--- config.mk ---
export PLATFORM = sky130hd
export DESIGN_NAME = baro_sens_mul
export DESIGN_NICKNAME = d
export VERILOG_FILES = /design/src/rtl/baro_pkg.sv /design/src/rtl/baro_sens_mul.sv
export SDC_FILE = /design/constraint.sdc
export NUM_CORES = 2
export LEC_CHECK = 0
export BUFFER_PORTS_ARGS = -buffer_cell sky130_fd_sc_hd__buf_4
export CAP_MARGIN = 0
export CORE_ASPECT_RATIO = 0.8
export CORE_UTILIZATION = 45
export DETAILED_ROUTE_END_ITERATION = 16
export SLEW_MARGIN = 20
export SYNTH_ARGS = -nofsm -noshare
export SYNTH_HDL_FRONTEND = slang
export SYNTH_SLANG_ARGS = --single-unit
export TNS_END_PERCENT = 20
--- constraint.sdc ---
create_clock -name clk -period 6.01 [get_ports clk]
set_input_delay 0 -clock clk [delete_from_list [all_inputs] [get_ports clk]]
set_output_delay 0 -clock clk [all_outputs]
set_load 0.005 [all_outputs]
--- src/rtl/baro_pkg.sv ---
package baro_pkg;

  localparam int RAW_W  = 24;
  localparam int COEF_W = 16;
  localparam int DT_W   = 25;
  localparam int PROD_W = 42;
  localparam int WIDE_W = 40;
  localparam int X_W    = 18;
  localparam int TRAW_W = 19;
  localparam int SQ_W   = 35;
  localparam int TEMP_W = 15;
  localparam int PRES_W = 17;
  localparam int PF_W   = 64;
  localparam int DIFF_W = 44;
  localparam int PRAW_W = 29;
  localparam int CIDX_W = 3;

  localparam logic signed [TRAW_W-1:0] TEMP_REF   = 19'sd2000;
  localparam logic signed [TRAW_W-1:0] TEMP_LOW2  = 19'sd3500;
  localparam logic signed [X_W-1:0]    X_LOW2     = -18'sd3500;
  localparam logic signed [TRAW_W-1:0] TEMP_MIN   = -19'sd4000;
  localparam logic signed [TRAW_W-1:0] TEMP_MAX   = 19'sd8500;
  localparam logic signed [PRAW_W-1:0] PRES_MIN   = 29'sd1000;
  localparam logic signed [PRAW_W-1:0] PRES_MAX   = 29'sd120000;

  typedef enum logic [CIDX_W-1:0] {
    CFG_C1 = 3'd0,
    CFG_C2 = 3'd1,
    CFG_C3 = 3'd2,
    CFG_C4 = 3'd3,
    CFG_C5 = 3'd4,
    CFG_C6 = 3'd5
  } cfg_idx_t;

  typedef struct packed {
    logic                     flag;
    logic signed [TEMP_W-1:0] temp;
  } temp_res_t;

endpackage

--- src/rtl/baro_sens_mul.sv ---
module baro_sens_mul
  import baro_pkg::*;
(
  input  logic                     clk,
  input  logic [RAW_W-1:0]         a,
  input  logic signed [WIDE_W-1:0] b,
  output logic signed [PF_W-1:0]   p
);

  localparam int HALF_W = WIDE_W / 2;
  localparam int PL_W   = RAW_W + HALF_W;
  localparam int PH_W   = PL_W + 1;

  logic [RAW_W+HALF_W-1:0]        pl_r;
  logic signed [RAW_W+HALF_W:0]   ph_r;
  logic signed [PF_W-1:0]         p_r;
  logic signed [PF_W-1:0]         p_nxt;
  logic signed [PF_W-1:0]         hi_ext;

  always_comb begin
    hi_ext = $signed({ph_r[PF_W-HALF_W-1:0], {HALF_W{1'b0}}});
    p_nxt  = hi_ext + $signed({{(PF_W-RAW_W-HALF_W){1'b0}}, pl_r});
  end

  always_ff @(posedge clk) begin
    pl_r <= PL_W'(a) * PL_W'(b[HALF_W-1:0]);
    ph_r <= PH_W'($signed({1'b0, a})) * PH_W'($signed(b[WIDE_W-1:HALF_W]));
    p_r  <= p_nxt;
  end

  assign p = p_r;

endmodule
* Yosys cells after proc, flatten, opt, wreduce, memory -nomap -nowiden
Index checks and enable logic that the tools add are counted.
** Operators by class
- Multipliers :: 2
- Add/subtract/negate cells :: 1
** Operators by type and width (number)
- adder 64 x 45 -> 64 bit :: 1
- multiplier 24 x 20 -> 44 bit :: 1
- multiplier 25 x 20 -> 44 bit :: 1
** Storage, ports and cells
- Flip-flop bits (word level) :: 152
- Output and inout bits :: 64

* Depth between registers and ports, before layout
- Word-level depth :: 1
- Mapped depth :: 27

* Worst setup path after synthesis
Ideal clock, no wire load.
- Path kind :: input port to flip-flop
- From :: input a[9]
- To :: register pl_r[37]
- Slack :: -0.133 ns
- Required time :: 5.938 ns
- Data arrival time :: 6.071 ns
- Stages on the path :: 25
- Path buffers :: 1
- Cells stage by stage :: clkbuf_1 > and2_1 > fa_1 > fa_1 > inv_1 > fa_1 > inv_1 > fa_1 > inv_1 > fa_1 > inv_1 > fa_1 > inv_1 > fa_1 > inv_1 > ha_1 > and3_1 > a311oi_1 > or4_1 > a21oi_2 > a21oi_2 > o31ai_2 > a21o_1 > a31o_1 > xor2_1
** Between the ends
- Longest elaborated chain between the ends :: 1
** RTL lines
- start, declared :: line baro_sens_mul.sv:5 : input logic [RAW_W-1:0] a,
- multiplier 24 x 20 -> 44 bit :: line baro_sens_mul.sv:26 : pl_r <= PL_W'(a) * PL_W'(b[HALF_W-1:0]);
- end signal, assigned :: line baro_sens_mul.sv:26
- end, declared :: line baro_sens_mul.sv:14 : logic [RAW_W+HALF_W-1:0] pl_r;
No other way between the ends.

* Worst setup path after layout
- From :: input a[17]
- To :: register ph_r[40]
** Between the ends
- Longest elaborated chain between the ends :: 1
** RTL lines
- multiplier 25 x 20 -> 44 bit :: line baro_sens_mul.sv:27 : ph_r <= PH_W'($signed({1'b0, a})) * PH_W'($signed(b[WIDE_W-1:HALF_W]));
- end signal, assigned :: line baro_sens_mul.sv:27
- end, declared :: line baro_sens_mul.sv:15 : logic signed [RAW_W+HALF_W:0] ph_r;
No other way between the ends.

==> metrics.md <==
| Metric | Value |
|---|---|
| Status | `complete, no violations` |
| Asr flop ratio synth | `0` |
| Avg WL per Cell | `around 19 um` |
| Via/cell ratio | `5.04` |
| Synth-to-Final Area Change | `16.3%` |
| Number of core rows | `92` |
| Synth Instances | `3990` |
| Bufs on Longest Clock Path | `2` |
| Slew of the pin with the lowest slew margin | `0.764 ns` |
| DIE AREA | `0.0817 mm^2` |
| Core ar. | `between 0.07 and 0.08 mm^2` |
| First-pass GRT wire length | `around 160000 um` |
| Detail Placement HPWL | `86400 um` |
| Largest net degree at the start of global routing | `26` |
| Vias in the first global route | `28.1k` |
| Placer congestion estimate | `0.921` |
| Yosys reg bits | `152` |
| Chip Width | `between 300 and 400 um` |
| Sequential share of the synthesized area | `0.0839` |
| Slew Limit Fails | `0` |
| Final worst path period share | `0.983` |
| Synth top area share | `0.434` |
| Worst slew margin | `0.489` |
| Hold Crit Class | `primary input to register` |
| Clk root buf | `clkbuf_16` |
| Crit. End Element | `register` |
| Most frequent cell after synthesis | `inv_1` |
| Crit path launch type | `primary input` |
| Die Span Y | `around 260 um` |
| Data arrival, critical path | `6.34 ns` |
| Port Buffer Count | `between 100 and 150` |
| Total iterations of the first detailed-routing run | `7` |
| Post-Syn Area per Cell | `9.09 um^2` |
| Critical path type | `primary input to register` |
| CTS tree | `yes` |
| Commonest cells in the netlist | `inv_1 (881), fa_1 (786), nand2_1 (538), and2_1 (463), ha_1 (353)` |
| Antenna violations before repair | `3` |
| Hold Violations, Final | `0` |
| Initial DRC Count | `1740` |
| Endpoints failing setup | `0` |
| Post-Syn Area | `roughly 0.036 mm^2` |
| Post-synth EDFFs | `0` |
| CP max FO | `18` |
| CTS H-tree depth | `4` |
| Fin area | `0.0422 mm^2` |
| TritonCTS Buffers | `17` |
| Post-synth top area cell | `fa_1` |
| Nets | `5577` |
| RSZ-0062 raised after global routing | `true` |
| # DRC | `0` |
| Worst-Skew Late Latency | `0.50 ns` |
| Most used DFF post-synth | `dfxtp_1` |
| I/O pin count | `129` |
| Syn_nets | `5194` |
| Clock period minus worst slack | `about 6 ns` |
| Layout cells sized above 1 | `0.148` |
| Worst Hold Depth | `3` |
| Num Clock Sinks | `152` |
| CTS clk-pin slew, worst paths | `0.07 ns` |
| Total gr overflow | `0` |
| Yosys cell types | `67` |
| Max-capacitance violation count | `0` |
| Top cells by area, synth | `fa_1 (43%), ha_1 (12%), inv_1 (9.1%), dfxtp_1 (8.4%), and2_1 (8.0%)` |
| GRT Overall Usage | `0.253` |
| Fin Clk Skew | `0.0120 ns` |
| Vias | `between 20k and 30k` |
| Placement Cell Area | `0.0412 mm^2` |
| Synth Warn # | `0` |
| Initial Util | `0.457` |
| Worst EP required | `6.45 ns` |
| Worst Reg-to-Reg Cells | `12` |
| F_max | `169 MHz` |
| Total wire length | `100000 um` |
| Post-route ant nets | `0` |
==> state kept, by name, summed over array words and instances, names as in the netlist <==
signal and count:
p 64, ph_r 44, pl_r 44
==> critical path, cell delays in order <==
cell	delay (ns)
buf_8	0.18
nand2_1	0.11
fa_1	0.52
inv_1	0.07
fa_1	0.53
inv_1	0.06
fa_1	0.50
inv_1	0.06
fa_1	0.56
fa_1	0.43
fa_1	0.52
inv_1	0.06
fa_1	0.47
inv_1	0.04
ha_1	0.28
and2_4	0.16
nand3_2	0.13
or3_4	0.44
nor3_4	0.34
nor2_4	0.08
a21oi_4	0.23
a31oi_4	0.14
o31ai_2	0.23
xor2_1	0.17
==> cell type report <==
type,count,area (um^2)
flip-flops and latches,152,3040
diodes,2,5.00
clock inverters,13,136
repair buffers,554,4450
multi-input cells,2767,29500
clock buffers,19,443
fillers,7353,37100
well taps,1034,1290
inverters,881,3310
==> per-stage QoR <==
stage	utilization	hold WS (ns)	instances	setup TNS [ns]	worst slack [ns]
3_5_place_dp	0.519	0.312	5383	-20.38	-0.866
3_3_place_gp	0.519	0.313	5383	-17.07	-0.801
5_1_grt	0.532	0.133	5421	-0.198	-0.0808
6_report	0.532	0.108	5422	0	0.105
4_1_cts	0.527	0.0861	5417	-0.123	-0.0603
2_1_floorplan	-	0.122	3990	-0.0206	-0.0112
==> logic make-up (layout without fill, tap and decap cells) <==
logic type               Yosys count  after routing  share of synthesized area
AO/OA/AOI/OAI                    307            307                     0.0553
XOR/XNOR                         124            124                     0.0300
adder cells (fa/ha/maj)         1139           1139                      0.556
flip-flops                       152            152                     0.0839
buffers and inverters           1071           1467                      0.111
other                              0              2                          0
AND/OR/NAND/NOR                 1197           1197                      0.164
==> metal layers <==
metal | global-route usage | share of wire | vias up
met5 | 0 | 0 | -
met2 | 0.383 | 0.44 | 712
li1 | - | - | 12600
met4 | 0.0479 | 0.013 | 0
met3 | 0.0438 | 0.067 | 64
met1 | 0.381 | 0.48 | 14000
==> cells in the final DEF, fill, tap and decap left out, drive strengths merged, types with 4 or more instances in the layout <==
master,n
inv,887
fa,786
buf,552
nand2,538
and2,464
ha,353
dfxtp,152
a21oi,100
xnor2,77
nor2,75
o21ai,57
a21o,50
xor2,47
nand3,27
nand2b,25
clkbuf,19
nand4,14
o21a,14
a31oi,14
o21bai,13
nor2b,12
nor3,11
and3,9
a211oi,9
a211o,6
o31a,6
or3,6
and4,5
a2111oi,5
o31ai,5
nor3b,4
==> worst paths after layout <==
path | startpoint | to | slack (ns)
setup / recovery | a[17] | ph_r[40]$_DFF_P_ | 0.10
hold / removal | b[21] | ph_r[1]$_DFF_P_ | 0.11
setup reg to reg | pl_r[20]$_DFF_P_ | p[52]$_DFF_P_ | 2.63
hold reg to reg | pl_r[6]$_DFF_P_ | p[6]$_DFF_P_ | 0.33
==> what timing repair did <==
action | CTS | global route
resized for setup | 7 | 83
endpoints found under the hold margin | 2 | 0
setup buffers | 0 | 3
setup endpoints to repair | 10 | 33
hold buffers | 2 | 0
pin swaps | 0 | 27
Power is not shown: default switching activity piles up to over one toggle a cycle in this logic, so the estimate is an artifact.
